==> src/design/assert_macros.svh <==
// ----------------------------------------------------------------------------
// Assertion macros
// Shared concurrent assertion forms for the MIDI framer blocks.
// ----------------------------------------------------------------------------
`ifndef ASSERT_MACROS_SVH
`define ASSERT_MACROS_SVH

// Property must hold at every clock edge outside reset.
`define MBSF_ASSERT(label, clk, rst, prop, msg) \
   label: assert property (@(posedge clk) disable iff (rst) (prop)) else $error(msg);

// Expression must never be true at a clock edge outside reset.
`define MBSF_NEVER(label, clk, rst, expr, msg) \
   label: assert property (@(posedge clk) disable iff (rst) !(expr)) else $error(msg);

`endif

==> src/design/mbsf_pkg.sv <==
// ----------------------------------------------------------------------------
// MIDI framer package
// Constants, result record types and helpers shared by the framer modules.
// ----------------------------------------------------------------------------
`timescale 1ns / 1ps

package mbsf_pkg;

   localparam int unsigned SYSEX_BUFFER_BYTES = 1024;
   localparam int unsigned LIMIT_W            = 10;
   localparam int unsigned LIMIT_CEIL_INT     =
      (SYSEX_BUFFER_BYTES - 1 < (1 << LIMIT_W) - 1) ? SYSEX_BUFFER_BYTES - 1
                                                    : (1 << LIMIT_W) - 1;
   localparam logic [LIMIT_W-1:0] LIMIT_CEIL  = LIMIT_W'(LIMIT_CEIL_INT);
   localparam logic [LIMIT_W-1:0] LIMIT_FLOOR = LIMIT_W'(3);
   localparam logic [LIMIT_W-1:0] LIMIT_RESET = LIMIT_W'(1023);

   localparam int unsigned QUEUE_DEPTH = 4;
   localparam int unsigned QUEUE_PTR_W = $clog2(QUEUE_DEPTH);

   // Result kinds
   localparam logic [2:0] KIND_CHANNEL  = 3'd0;
   localparam logic [2:0] KIND_COMMON   = 3'd1;
   localparam logic [2:0] KIND_REALTIME = 3'd2;
   localparam logic [2:0] KIND_SX_BYTE  = 3'd3;
   localparam logic [2:0] KIND_SX_CLOSE = 3'd4;

   // Sysex close reasons
   localparam logic [1:0] SX_ERR_NONE      = 2'd0;
   localparam logic [1:0] SX_ERR_TRUNCATED = 2'd1;
   localparam logic [1:0] SX_ERR_ABORTED   = 2'd2;

   // Status bytes and status nibbles
   localparam logic [7:0] ST_SYSEX_START = 8'hF0;
   localparam logic [7:0] ST_MTC_QUARTER = 8'hF1;
   localparam logic [7:0] ST_SONG_SELECT = 8'hF3;
   localparam logic [7:0] ST_UNDEF_F5    = 8'hF5;
   localparam logic [7:0] ST_UNDEF_F4    = 8'hF4;
   localparam logic [7:0] ST_TUNE_REQ    = 8'hF6;
   localparam logic [7:0] ST_SYSEX_END   = 8'hF7;
   localparam logic [7:0] ST_REALTIME_LO = 8'hF8;
   localparam logic [3:0] HI_PROGRAM     = 4'hC;
   localparam logic [3:0] HI_PRESSURE    = 4'hD;
   localparam logic [3:0] HI_SYSTEM      = 4'hF;

   localparam logic [13:0] BEND_OFFSET = 14'd8192;

   typedef struct packed {
      logic [2:0] kind;
      logic [7:0] status;
      logic [6:0] first;
      logic [6:0] second;
      logic [7:0] sx_byte;
      logic       sx_end;
      logic [1:0] sx_err;
      logic       last;
   } rec_type;

   // One queue entry holds every result of one input item.
   typedef struct packed {
      rec_type lead;
      rec_type trail;
      logic    has_trail;
   } entry_type;

   function automatic rec_type make_rec(input logic [2:0] kind,
                                        input logic [7:0] status,
                                        input logic [6:0] first,
                                        input logic [6:0] second,
                                        input logic [7:0] sx_byte,
                                        input logic       sx_end,
                                        input logic [1:0] sx_err);
      rec_type r;
      r.kind    = kind;
      r.status  = status;
      r.first   = first;
      r.second  = second;
      r.sx_byte = sx_byte;
      r.sx_end  = sx_end;
      r.sx_err  = sx_err;
      r.last    = 1'b0;
      return r;
   endfunction

endpackage

==> src/design/mbsf_front.sv <==
// ----------------------------------------------------------------------------
// MIDI framer front end
// Accepts bytes, tracks running status and sysex state, builds result records.
// ----------------------------------------------------------------------------
`timescale 1ns / 1ps
`include "assert_macros.svh"

module mbsf_front (
   input  logic                      clock,
   input  logic                      reset,
   input  logic                      req_valid,
   output logic                      req_stall,
   input  logic [7:0]                req_rx_byte,
   input  logic [mbsf_pkg::LIMIT_W-1:0] limit,
   input  logic                      queue_full,
   output logic                      push,
   output mbsf_pkg::entry_type       push_entry
);
   import mbsf_pkg::*;

   logic [7:0]         rs_ff, rs_in;
   logic               seen_ff, seen_in;
   logic [6:0]         held_ff, held_in;
   logic               insx_ff, insx_in;
   logic               drop_ff, drop_in;
   logic [LIMIT_W-1:0] cnt_ff, cnt_in;

   logic [LIMIT_W-1:0] lim_eff;
   logic               accept;
   logic               abort_valid, main_valid;
   rec_type            abort_rec, main_rec;
   logic               one_data;
   logic [2:0]         msg_kind;
   logic [7:0]         b;

   assign b         = req_rx_byte;
   assign req_stall = queue_full;
   assign accept    = req_valid && !queue_full;

   always_comb begin
      lim_eff = limit;
      if (lim_eff < LIMIT_FLOOR) begin
         lim_eff = LIMIT_FLOOR;
      end
      if (lim_eff > LIMIT_CEIL) begin
         lim_eff = LIMIT_CEIL;
      end
   end

   assign one_data = (rs_ff[7:4] == HI_PROGRAM) || (rs_ff[7:4] == HI_PRESSURE) ||
                     (rs_ff == ST_MTC_QUARTER) || (rs_ff == ST_SONG_SELECT) ||
                     (rs_ff == ST_UNDEF_F5);
   assign msg_kind = (rs_ff[7:4] == HI_SYSTEM) ? KIND_COMMON : KIND_CHANNEL;

   always_comb begin
      rs_in       = rs_ff;
      seen_in     = seen_ff;
      held_in     = held_ff;
      insx_in     = insx_ff;
      drop_in     = drop_ff;
      cnt_in      = cnt_ff;
      abort_valid = 1'b0;
      main_valid  = 1'b0;
      abort_rec   = make_rec(KIND_SX_CLOSE, ST_SYSEX_START, 7'd0, 7'd0, 8'd0, 1'b1,
                             SX_ERR_ABORTED);
      main_rec    = '0;

      if (b >= ST_REALTIME_LO) begin
         main_valid = 1'b1;
         main_rec   = make_rec(KIND_REALTIME, b, 7'd0, 7'd0, 8'd0, 1'b0, SX_ERR_NONE);
      end else if (b[7]) begin
         if (insx_ff && (b == ST_SYSEX_END)) begin
            main_valid = 1'b1;
            main_rec   = make_rec(KIND_SX_BYTE, ST_SYSEX_START, 7'd0, 7'd0, b, 1'b1,
                                  SX_ERR_NONE);
            insx_in    = 1'b0;
            cnt_in     = '0;
            rs_in      = '0;
         end else begin
            if (insx_ff) begin
               // Any other status cuts the open sysex short.
               abort_valid = 1'b1;
               insx_in     = 1'b0;
               cnt_in      = '0;
            end
            drop_in = 1'b0;
            seen_in = 1'b0;
            held_in = '0;
            if (b < ST_SYSEX_START) begin
               rs_in = b;
            end else if (b == ST_SYSEX_START) begin
               rs_in      = '0;
               insx_in    = 1'b1;
               cnt_in     = LIMIT_W'(1);
               main_valid = 1'b1;
               main_rec   = make_rec(KIND_SX_BYTE, ST_SYSEX_START, 7'd0, 7'd0, b, 1'b0,
                                     SX_ERR_NONE);
            end else if ((b == ST_UNDEF_F4) || (b == ST_TUNE_REQ)) begin
               rs_in      = '0;
               main_valid = 1'b1;
               main_rec   = make_rec(KIND_COMMON, b, 7'd0, 7'd0, 8'd0, 1'b0, SX_ERR_NONE);
            end else if (b == ST_SYSEX_END) begin
               rs_in = '0;
            end else begin
               rs_in = b;
            end
         end
      end else if (insx_ff) begin
         if (cnt_ff < (lim_eff - LIMIT_W'(1))) begin
            main_valid = 1'b1;
            main_rec   = make_rec(KIND_SX_BYTE, ST_SYSEX_START, 7'd0, 7'd0, b, 1'b0,
                                  SX_ERR_NONE);
            cnt_in     = cnt_ff + LIMIT_W'(1);
         end else begin
            main_valid = 1'b1;
            main_rec   = make_rec(KIND_SX_CLOSE, ST_SYSEX_START, 7'd0, 7'd0, 8'd0, 1'b1,
                                  SX_ERR_TRUNCATED);
            insx_in    = 1'b0;
            cnt_in     = '0;
            drop_in    = 1'b1;
         end
      end else if (!drop_ff && (rs_ff != 8'd0)) begin
         if (one_data) begin
            main_valid = 1'b1;
            main_rec   = make_rec(msg_kind, rs_ff, b[6:0], 7'd0, 8'd0, 1'b0, SX_ERR_NONE);
            seen_in    = 1'b0;
            if (msg_kind == KIND_COMMON) begin
               rs_in = '0;
            end
         end else if (!seen_ff) begin
            held_in = b[6:0];
            seen_in = 1'b1;
         end else begin
            main_valid = 1'b1;
            main_rec   = make_rec(msg_kind, rs_ff, held_ff, b[6:0], 8'd0, 1'b0,
                                  SX_ERR_NONE);
            seen_in    = 1'b0;
            held_in    = '0;
            if (msg_kind == KIND_COMMON) begin
               rs_in = '0;
            end
         end
      end
   end

   always_comb begin
      push_entry = '0;
      if (abort_valid) begin
         push_entry.lead      = abort_rec;
         push_entry.trail     = main_rec;
         push_entry.has_trail = main_valid;
         if (main_valid) begin
            push_entry.trail.last = 1'b1;
         end else begin
            push_entry.lead.last = 1'b1;
         end
      end else begin
         push_entry.lead      = main_rec;
         push_entry.lead.last = 1'b1;
      end
   end

   assign push = accept && (abort_valid || main_valid);

   always_ff @(posedge clock) begin
      if (reset) begin
         rs_ff   <= '0;
         seen_ff <= 1'b0;
         held_ff <= '0;
         insx_ff <= 1'b0;
         drop_ff <= 1'b0;
         cnt_ff  <= '0;
      end else if (accept) begin
         rs_ff   <= rs_in;
         seen_ff <= seen_in;
         held_ff <= held_in;
         insx_ff <= insx_in;
         drop_ff <= drop_in;
         cnt_ff  <= cnt_in;
      end
   end

   `MBSF_NEVER(a_sx_open_and_dropping, clock, reset, insx_ff && drop_ff,
               "sysex open while dropping")
   `MBSF_ASSERT(a_held_needs_status, clock, reset, !seen_ff || (rs_ff != 8'd0),
                "held data byte without running status")

endmodule

==> src/design/mbsf_queue.sv <==
// ----------------------------------------------------------------------------
// MIDI framer queue
// Short first-in first-out store of result entries between front and back.
// ----------------------------------------------------------------------------
`timescale 1ns / 1ps
`include "assert_macros.svh"

module mbsf_queue (
   input  logic                clock,
   input  logic                reset,
   input  logic                push,
   input  mbsf_pkg::entry_type push_entry,
   output logic                full,
   input  logic                pop,
   output logic                empty,
   output mbsf_pkg::entry_type head
);
   import mbsf_pkg::*;

   entry_type              store_ff [QUEUE_DEPTH];
   logic [QUEUE_PTR_W-1:0] wr_ptr_ff, rd_ptr_ff;
   logic [QUEUE_PTR_W:0]   count_ff, count_in;

   assign full  = (count_ff == (QUEUE_PTR_W + 1)'(QUEUE_DEPTH));
   assign empty = (count_ff == '0);
   assign head  = store_ff[rd_ptr_ff];

   always_comb begin
      count_in = count_ff;
      if (push && !pop) begin
         count_in = count_ff + (QUEUE_PTR_W + 1)'(1);
      end else if (pop && !push) begin
         count_in = count_ff - (QUEUE_PTR_W + 1)'(1);
      end
   end

   always_ff @(posedge clock) begin
      if (reset) begin
         wr_ptr_ff <= '0;
         rd_ptr_ff <= '0;
         count_ff  <= '0;
      end else begin
         count_ff <= count_in;
         if (push) begin
            wr_ptr_ff <= (wr_ptr_ff == QUEUE_PTR_W'(QUEUE_DEPTH - 1))
                         ? '0 : wr_ptr_ff + QUEUE_PTR_W'(1);
         end
         if (pop) begin
            rd_ptr_ff <= (rd_ptr_ff == QUEUE_PTR_W'(QUEUE_DEPTH - 1))
                         ? '0 : rd_ptr_ff + QUEUE_PTR_W'(1);
         end
      end
   end

   always_ff @(posedge clock) begin
      if (push) begin
         store_ff[wr_ptr_ff] <= push_entry;
      end
   end

   `MBSF_NEVER(a_push_when_full, clock, reset, push && full, "push into a full queue")
   `MBSF_NEVER(a_pop_when_empty, clock, reset, pop && empty, "pop from an empty queue")

endmodule

==> src/design/mbsf_back.sv <==
// ----------------------------------------------------------------------------
// MIDI framer back end
// Unpacks queue entries into single results and holds them in the output register.
// ----------------------------------------------------------------------------
`timescale 1ns / 1ps
`include "assert_macros.svh"

module mbsf_back (
   input  logic                clock,
   input  logic                reset,
   input  logic                empty,
   input  mbsf_pkg::entry_type head,
   output logic                pop,
   output logic                rsp_valid,
   input  logic                rsp_stall,
   output logic [2:0]          rsp_kind,
   output logic [7:0]          rsp_status_byte,
   output logic [3:0]          rsp_channel,
   output logic [6:0]          rsp_first_data,
   output logic [6:0]          rsp_second_data,
   output logic [13:0]         rsp_combined_value,
   output logic signed [13:0]  rsp_bend_signed,
   output logic [7:0]          rsp_sysex_byte,
   output logic                rsp_sysex_end,
   output logic [1:0]          rsp_sysex_error,
   output logic                rsp_last_of_input
);
   import mbsf_pkg::*;

   logic        rsp_valid_ff;
   rec_type     out_ff;
   logic [3:0]  chan_ff;
   logic [13:0] comb_ff;
   logic [13:0] bend_ff;
   rec_type     pend_ff;
   logic        pend_valid_ff;

   logic        load;
   rec_type     load_rec;
   logic [13:0] load_comb;
   logic        is_msg;

   assign load     = !rsp_valid_ff || !rsp_stall;
   assign pop      = load && !pend_valid_ff && !empty;
   assign load_rec = pend_valid_ff ? pend_ff : head.lead;

   assign is_msg    = (load_rec.kind == KIND_CHANNEL) || (load_rec.kind == KIND_COMMON);
   assign load_comb = is_msg ? {load_rec.second, load_rec.first} : 14'd0;

   always_ff @(posedge clock) begin
      if (reset) begin
         rsp_valid_ff  <= 1'b0;
         pend_valid_ff <= 1'b0;
      end else if (load) begin
         if (pend_valid_ff) begin
            rsp_valid_ff  <= 1'b1;
            pend_valid_ff <= 1'b0;
         end else begin
            rsp_valid_ff  <= !empty;
            pend_valid_ff <= !empty && head.has_trail;
         end
      end
   end

   always_ff @(posedge clock) begin
      if (load) begin
         out_ff  <= load_rec;
         chan_ff <= (load_rec.kind == KIND_CHANNEL) ? load_rec.status[3:0] : 4'd0;
         comb_ff <= load_comb;
         bend_ff <= is_msg ? (load_comb - BEND_OFFSET) : 14'd0;
         if (!pend_valid_ff) begin
            pend_ff <= head.trail;
         end
      end
   end

   assign rsp_valid          = rsp_valid_ff;
   assign rsp_kind           = out_ff.kind;
   assign rsp_status_byte    = out_ff.status;
   assign rsp_channel        = chan_ff;
   assign rsp_first_data     = out_ff.first;
   assign rsp_second_data    = out_ff.second;
   assign rsp_combined_value = comb_ff;
   assign rsp_bend_signed    = $signed(bend_ff);
   assign rsp_sysex_byte     = out_ff.sx_byte;
   assign rsp_sysex_end      = out_ff.sx_end;
   assign rsp_sysex_error    = out_ff.sx_err;
   assign rsp_last_of_input  = out_ff.last;

   `MBSF_ASSERT(a_pend_behind_output, clock, reset, !pend_valid_ff || rsp_valid_ff,
                "second result pending without a first one shown")
   `MBSF_ASSERT(a_pend_follows, clock, reset,
                (pend_valid_ff && !rsp_stall) |=> (rsp_valid_ff && !pend_valid_ff),
                "pending second result not shown next")

endmodule

==> src/design/midi_byte_stream_framer_core.sv <==
// Path: a byte's results pass through the queue and then the output register.
// Throughput: one byte per cycle while the queue has room and one result per
// cycle while rsp_stall is low; the four-entry queue absorbs two-result bytes.
// Reset: synchronous, active high; clears running status and sysex tracking,
// empties the queue and output register, and sets the sysex length limit to 1023.
// ----------------------------------------------------------------------------
// MIDI byte stream framer
// Frames received serial MIDI bytes into channel, system common, realtime and
// system exclusive results.
// ----------------------------------------------------------------------------
`timescale 1ns / 1ps

module midi_byte_stream_framer_core (
   input  logic               clock,
   input  logic               reset,
   // Byte input channel
   input  logic               req_valid,
   output logic               req_stall,
   input  logic [7:0]         req_rx_byte,
   // Result channel
   output logic               rsp_valid,
   input  logic               rsp_stall,
   output logic [2:0]         rsp_kind,
   output logic [7:0]         rsp_status_byte,
   output logic [3:0]         rsp_channel,
   output logic [6:0]         rsp_first_data,
   output logic [6:0]         rsp_second_data,
   output logic [13:0]        rsp_combined_value,
   output logic signed [13:0] rsp_bend_signed,
   output logic [7:0]         rsp_sysex_byte,
   output logic               rsp_sysex_end,
   output logic [1:0]         rsp_sysex_error,
   output logic               rsp_last_of_input,
   // Control register port: the sysex length limit
   input  logic               csr_wr_en,
   input  logic [9:0]         csr_wr_data
);
   import mbsf_pkg::*;

   // The sysex length limit counts every byte of one message, F0 and F7
   // included. Values outside the legal range are clamped by the front end.
   logic [LIMIT_W-1:0] limit_ff;

   // The front end classifies each byte and updates the framing state in the
   // cycle it is accepted. Every result that byte causes (at most two: a sysex
   // abort marker followed by the new message) travels as one queue entry.
   logic      queue_full;
   logic      queue_empty;
   logic      push;
   logic      pop;
   entry_type push_entry;
   entry_type head;

   always_ff @(posedge clock) begin
      if (reset) begin
         limit_ff <= LIMIT_RESET;
      end else if (csr_wr_en) begin
         limit_ff <= csr_wr_data;
      end
   end

   mbsf_front u_front (
      .clock       (clock),
      .reset       (reset),
      .req_valid   (req_valid),
      .req_stall   (req_stall),
      .req_rx_byte (req_rx_byte),
      .limit       (limit_ff),
      .queue_full  (queue_full),
      .push        (push),
      .push_entry  (push_entry)
   );

   // The queue decouples byte intake from result delivery, so the front end
   // keeps taking bytes while the consumer stalls, until the queue fills.
   mbsf_queue u_queue (
      .clock      (clock),
      .reset      (reset),
      .push       (push),
      .push_entry (push_entry),
      .full       (queue_full),
      .pop        (pop),
      .empty      (queue_empty),
      .head       (head)
   );

   // The back end splits each entry into single results, works out the
   // channel, the 14-bit combined value and the signed bend value, and holds
   // each result in the output register until the consumer takes it.
   mbsf_back u_back (
      .clock              (clock),
      .reset              (reset),
      .empty              (queue_empty),
      .head               (head),
      .pop                (pop),
      .rsp_valid          (rsp_valid),
      .rsp_stall          (rsp_stall),
      .rsp_kind           (rsp_kind),
      .rsp_status_byte    (rsp_status_byte),
      .rsp_channel        (rsp_channel),
      .rsp_first_data     (rsp_first_data),
      .rsp_second_data    (rsp_second_data),
      .rsp_combined_value (rsp_combined_value),
      .rsp_bend_signed    (rsp_bend_signed),
      .rsp_sysex_byte     (rsp_sysex_byte),
      .rsp_sysex_end      (rsp_sysex_end),
      .rsp_sysex_error    (rsp_sysex_error),
      .rsp_last_of_input  (rsp_last_of_input)
   );

endmodule
==> config.mk <==
export PLATFORM = sky130hd
export DESIGN_NAME = midi_byte_stream_framer_core
export DESIGN_NICKNAME = d
export VERILOG_FILES = /design/src/design/mbsf_pkg.sv /design/src/design/mbsf_front.sv /design/src/design/mbsf_queue.sv /design/src/design/mbsf_back.sv /design/src/design/midi_byte_stream_framer_core.sv
export VERILOG_INCLUDE_DIRS = /design/src /design/src/design
export SDC_FILE = /design/constraint.sdc
export NUM_CORES = 1
export LEC_CHECK = 0
export ABC_AREA = 1
export BUFFER_PORTS_ARGS = -buffer_cell sky130_fd_sc_hd__buf_2
export CAP_MARGIN = 10
export CORE_AREA = 2 2 154 186
export DETAILED_ROUTE_END_ITERATION = 7
export DIE_AREA = 0 0 156 188
export GPL_TIMING_DRIVEN = 0
export MAX_ROUTING_LAYER = met4
export PLACE_DENSITY_LB_ADDON = 0.08
export SLEW_MARGIN = 40
export SYNTH_ARGS = -nofsm -noshare
export SYNTH_HDL_FRONTEND = slang
export SYNTH_SLANG_ARGS = --single-unit
==> constraint.sdc <==
create_clock -name clock -period 8.5 [get_ports clock]
set_input_delay 2.125 -clock clock [delete_from_list [all_inputs] [get_ports clock]]
set_output_delay 2.125 -clock clock [all_outputs]
set_load 0.02 [all_outputs]
After elaboration in Yosys (flattened, before gate mapping) --
Memory sizes are Yosys's and may differ from the RTL's. A register that Yosys moved wholly into a read port is not among the register bits. Index checks and enable logic that the tools add are counted.
Word-level totals: register bits after elaboration 153, memory bits (writable) 300, input port bits 23, memories 1
Memories:
- u_queue.store_ff | depth 4, width 75, rd ports 1, clocked after Yosys merged registers in 1, write ports 1, RTL line mbsf_queue.sv:20 | entry_type store_ff [QUEUE_DEPTH];
Cells by class: add/subtract/negate cells 7, order comparisons 5, equality and inequality tests 19, mux-type cells 83, bitwise gates (word level) 2, reductions and logical operators 39
Operators with widths (number):
- two-way mux 37 bit | 12
- two-way mux 10 bit | 9
- two-way mux 8 bit | 11
- equality test 8 bit, second input constant | 7
- two-way mux 7 bit | 6
- two-way mux 38 bit | 1
- two-way mux 1 bit | 36
- two-way mux 35 bit | 1
- AND reduction 5 bit | 3
- two-way mux 14 bit | 1
- subtractor 14 bit, second input constant | 1
- equality test 4 bit, second input constant | 3
- adder 10 x 1 -> 10 bit, second input constant | 1
- > comparator 10 bit, second input constant | 1
- < comparator 10 bit | 1
- < comparator 10 x 2 -> 1 bit, second input constant | 1
- subtractor 10 x 1 -> 10 bit, second input constant | 1
- logical AND 1 bit | 9
- greater-or-equal comparator 8 bit, second input constant | 1
- logical NOT 1 bit | 8
- logical OR 1 bit | 8
- < comparator 8 bit, second input constant | 1
- two-way mux 2 bit | 4
- inequality test 2 bit, second input constant | 4
- other kinds (15) | 24

Logic depth before layout (Yosys ltp) --
depth in word-level cells 16, gate-level depth with buffers 20, depth with buffers taken out 20

Hierarchy --
From an unflattened synthesis, not the netlist that was laid out.
Unflattened totals: cell total of the unflattened synthesis 1571, area total of the unflattened synthesis 19446.2 um^2
Modules (own cells, without submodules):
- mbsf_queue | times used 1, cells each 784, area each 12182.9 um^2, seq. area each 9188.8 um^2
- mbsf_back | times used 1, cells each 283, area each 4061.4 um^2, seq. area each 3223.1 um^2
- mbsf_front | times used 1, cells each 461, area each 2857.7 um^2, seq. area each 560.5 um^2
- midi_byte_stream_framer_core | times used 1, cells each 43, area each 344.1 um^2, seq. area each 200.2 um^2

Worst setup path after synthesis --
No wires, ideal clock.
path kind in2reg, from input req_rx_byte[5], to memory u_queue.store_ff[0][10] in the netlist's numbering (enable), setup time 503 ps, arrival 5920 ps, required time 7997 ps, path slack 2077 ps, stages on the path 8, path buffers 0, cells stage by stage nand2_1 nor2_4 nand3_1 nand4_1 nand2_1 nand2_2 nand2_1 nor2_1
On the way: cells in the longest elaborated chain, start to end 12, elaborated cells between the ends (all ways) 21, classes of those cells 2 x order compare; 4 x eq/ne; 11 x mux; 4 x reduce/logical
RTL lines:
- start: declaration | RTL line midi_byte_stream_framer_core.sv:19 | input logic [7:0] req_rx_byte,
- equality test 8 bit | RTL line mbsf_front.sv:98 | end else if ((b == ST_UNDEF_F4) || (b == ST_TUNE_REQ)) begin
- logical OR 1 bit | RTL line mbsf_front.sv:98
- two-way mux 1 bit | RTL line mbsf_front.sv:98
- two-way mux 1 bit | RTL line mbsf_front.sv:91 | end else if (b == ST_SYSEX_START) begin
- two-way mux 1 bit | RTL line mbsf_front.sv:89 | if (b < ST_SYSEX_START) begin
- two-way mux 1 bit | RTL line mbsf_front.sv:72 | if (insx_ff && (b == ST_SYSEX_END)) begin
- two-way mux 1 bit | RTL line mbsf_front.sv:71 | end else if (b[7]) begin
- two-way mux 1 bit | RTL line mbsf_front.sv:68 | if (b >= ST_REALTIME_LO) begin
- logical OR 1 bit (*) | RTL line mbsf_front.sv:163 | assign push = accept && (abort_valid || main_valid);
- logical AND 1 bit (*) | RTL line mbsf_front.sv:163
- two-way mux 1 bit (*) | RTL line mbsf_queue.sv:56 | if (push) begin
- two-way mux 1 bit (not written as such) (*) | RTL line mbsf_queue.sv:57 | store_ff[wr_ptr_ff] <= push_entry;
- end: declaration | RTL line mbsf_queue.sv:20
Mark *: on every way between the ends. The rest lies on a longest branch, timed or not.

Worst setup path after layout --
from input req_rx_byte[0], to memory u_queue.store_ff[3][31] in the netlist's numbering (enable)
The elaborated chain is that of the path after synthesis.

==> metrics.csv <==
metric,value,unit
outcome,completed,
"leading cell type in the layout, fill and taps excluded",edfxtp_1,
Num CTS Buffers,42,
mux contribution to synthesized area,0,
synthesized instance count,1464,
min-delay worst type,register to register,
Filler Cell Count,1774,
Max-slew headroom,0.5223,
Die ar.,0.02933,sq mm
Max Fclk,0.2268,GHz
vias,11970,
I/O Pins,94,
DP Worst Slack,3574,ps
Seq cells post-synth,441,
CTS hold repair buffers,0,
Post-Synth Simple-Gate Area,0.1128,
maximum clock path buffer count,3,
first-pass iteration count of the detailed router,6,
Period minus WS final,4410,ps
Initial Utilization,0.6405,
Detail Route Antenna Nets,0,
H-tree depth,2,
area growth from synthesis to layout,17.58,%
Tot GR Track Use,0.2929,
antenna violations before repair,0,
row count,67,
Port Buf Inserts,91,
Antenna diodes,0,
postcts setup bufs,0,
skew final,18.17,ps
# setup viols final,0,
Post-Synth XOR/XNOR Area,0.007437,
compound-cell area share of the yosys netlist,0.1089,
Final Hold Vio Count,0,
most frequent cells in the layout,"edfxtp_1, nor2_1, o21ai_0",
CP max FO,16,
placed instance area,0.01939,sq mm
global-route wire length before repair,62.98,mm
Mapped Area,0.01766,sq mm
peak supply drop,0.0002646,V
"Distinct cells, synth",44,
cells on worst reg2reg path,20,
worst hold stages,2,
CP Capture Type,register,
critical path launch point type,input pin,
setup slack after layout,4090,ps
fin nets,1748,
RSZ-0062 raised after global routing,no,
Slew @ Worst Pin,716.6,ps
Post-DP HPWL,27.84,mm
share of post-route cells with drive strength above 1,0.1356,
DRC,0,
CTS root buf,clkbuf_16,
period utilization,0.5188,
die height,188,um
hold slack final,470.2,ps
global route total overflow,0,
sequential share of the synthesized area,0.7219,
Power Dens Cells,328.8,mW/mm^2
largest net degree at the start of global routing,42,
CTS tree,yes,
vias in the first global route,11730,
Synth Warn #,0,
Leak,7.998,nW
worst setup path class,input pin to register,
Finished Cell Area,0.02077,sq mm
Slew Limit Fails,0,
multi-input logic area,0.004654,sq mm
"Clk Latency, worst-skew pair",540,ps
Routed WL,41.18,mm
DR vias/cell,5.739,
Initial DRC Count,1000,
WP data required,8740,ps
clock slew seen by the registers of the worst setup and hold paths,60,ps
post-layout util,0.7531,
core area,0.02758,sq mm
die width,156,um
Synth Area in Adders,0.01317,
TritonCTS Sinks,441,
"Arr. time, crit path",4650,ps
Reg area,0.01275,sq mm
maxcap violations,0,
post-CTS sizing,0,
wire length per cell,19.74,um
largest family of logic cells by synthesized area,simple AND/OR/NAND/NOR gates,
syn avg cell area,12.07,sq um
gp weighted congestion,0.9019,
==> per-layer routing <==
layer  wire, um  track usage  vias up
met1      16290       0.3663     5743
met3       2546      0.03628       92
li1           -            -     5632
met2      20980       0.4934      504
met5          0            -        -
met4       1368       0.1112        0
==> metrics by stage <==
| step | std cells | TNS [ps] | power, W |
|---|---|---|---|
| global route | 2086 | 0 | 0.007132 |
| detailed placement | 2008 | 0 | 0.004989 |
| CTS | 2086 | 0 | 0.006832 |
| finish | 2086 | 0 | 0.006829 |
| global placement | 1987 | -189340 | 0.004910 |
| floorplan | 1551 | 0 | 0.004216 |
==> kinds of logic (layout without fill, tap and decap cells) <==
family / count (synthesis) / count (layout)
buffers and inverters: 156 / 346
and+or+nand+nor: 478 / 478
adders and majority gates: 18 / 18
xor gates and xnor gates: 15 / 15
other: 1 / 88
AOI/OAI and AO/OA: 355 / 355
DFF: 441 / 441
==> critical path: stages <==
cell and delay, ps:
buf_2 110, inv_1 280, nand3_1 280, nand4_1 170, nand2_1 90, nand2_2 150, nand2_1 290, nor2_4 370
buf_16 200, buf_16 160, buf_8 210, buf_16 180
==> area by class of cell <==
class | count | share of cell area
clock buffers | 60 | 0.05723
inverters | 87 | 0.01596
flip-flops and latches | 441 | 0.6140
repair buffers | 112 | 0.04458
multi-input cells | 954 | 0.2241
clock inverters | 18 | 0.009036
well taps | 345 | 0.02078
plain buffers | 69 | 0.01434
==> state kept, by name, indices dropped and copies added, names as in the netlist, 3 cells and up, named ones only <==
signal                     cells
u_queue.store_ff             288
u_back.pend_ff                35
u_back.rsp_bend_signed        14
u_back.rsp_combined_value     14
limit_ff                      10
u_front.cnt_ff                10
u_back.rsp_status_byte         8
u_back.rsp_sysex_byte          8
u_front.rs_ff                  8
u_back.rsp_first_data          7
u_back.rsp_second_data         7
u_front.held_ff                7
u_back.rsp_channel             4
u_back.rsp_kind                3
u_queue.count_ff               3
==> cell usage after synthesis (all sizes together) <==
master,n,share of area
nand2,146,0.033
inv,82,0.017
nand4,5,0.0018
a221o,1,0.00057
ha,17,0.012
conb,1,0.00021
a31oi,16,0.0057
a21oi,83,0.024
dfxtp,49,0.056
a211oi,7,0.0030
nand3,36,0.011
clkinv,5,0.0013
nor2,273,0.061
o211a,1,0.00057
buf,24,0.0072
xor2,12,0.0059
o22ai,57,0.020
fa,1,0.0011
or2,1,0.00035
o21ai,185,0.053
o21bai,1,0.00043
clkbuf,45,0.0096
nor3,17,0.0060
a41oi,3,0.0015
xnor2,3,0.0015
edfxtp,392,0.67
o21a,1,0.00043
==> where the power goes <==
part | switching [W] | internal [W] | leakage, nW
Sequential | 0.000115 | 0.00282 | 4.22
Combinational | 0.00147 | 0.000570 | 3.10
Clock | 0.000778 | 0.00107 | 0.682
==> path summary, 6_finish.rpt <==
| path | slack [ps] | from | endpoint |
|---|---|---|---|
| max | 4090 | req_rx_byte[0] | u_queue.store_ff[3][31]$_DFFE_PP_ |
| max reg2reg | 4950 | limit_ff[2]$_SDFFE_PP1P_ | u_queue.store_ff[2][72]$_DFFE_PP_ |
| min reg2reg | 470 | u_front.drop_ff$_SDFFE_PP0P_ | u_front.drop_ff$_SDFFE_PP0P_ |
| min | 470 | u_front.drop_ff$_SDFFE_PP0P_ | u_front.drop_ff$_SDFFE_PP0P_ |
(Power assumes the default switching activity.)
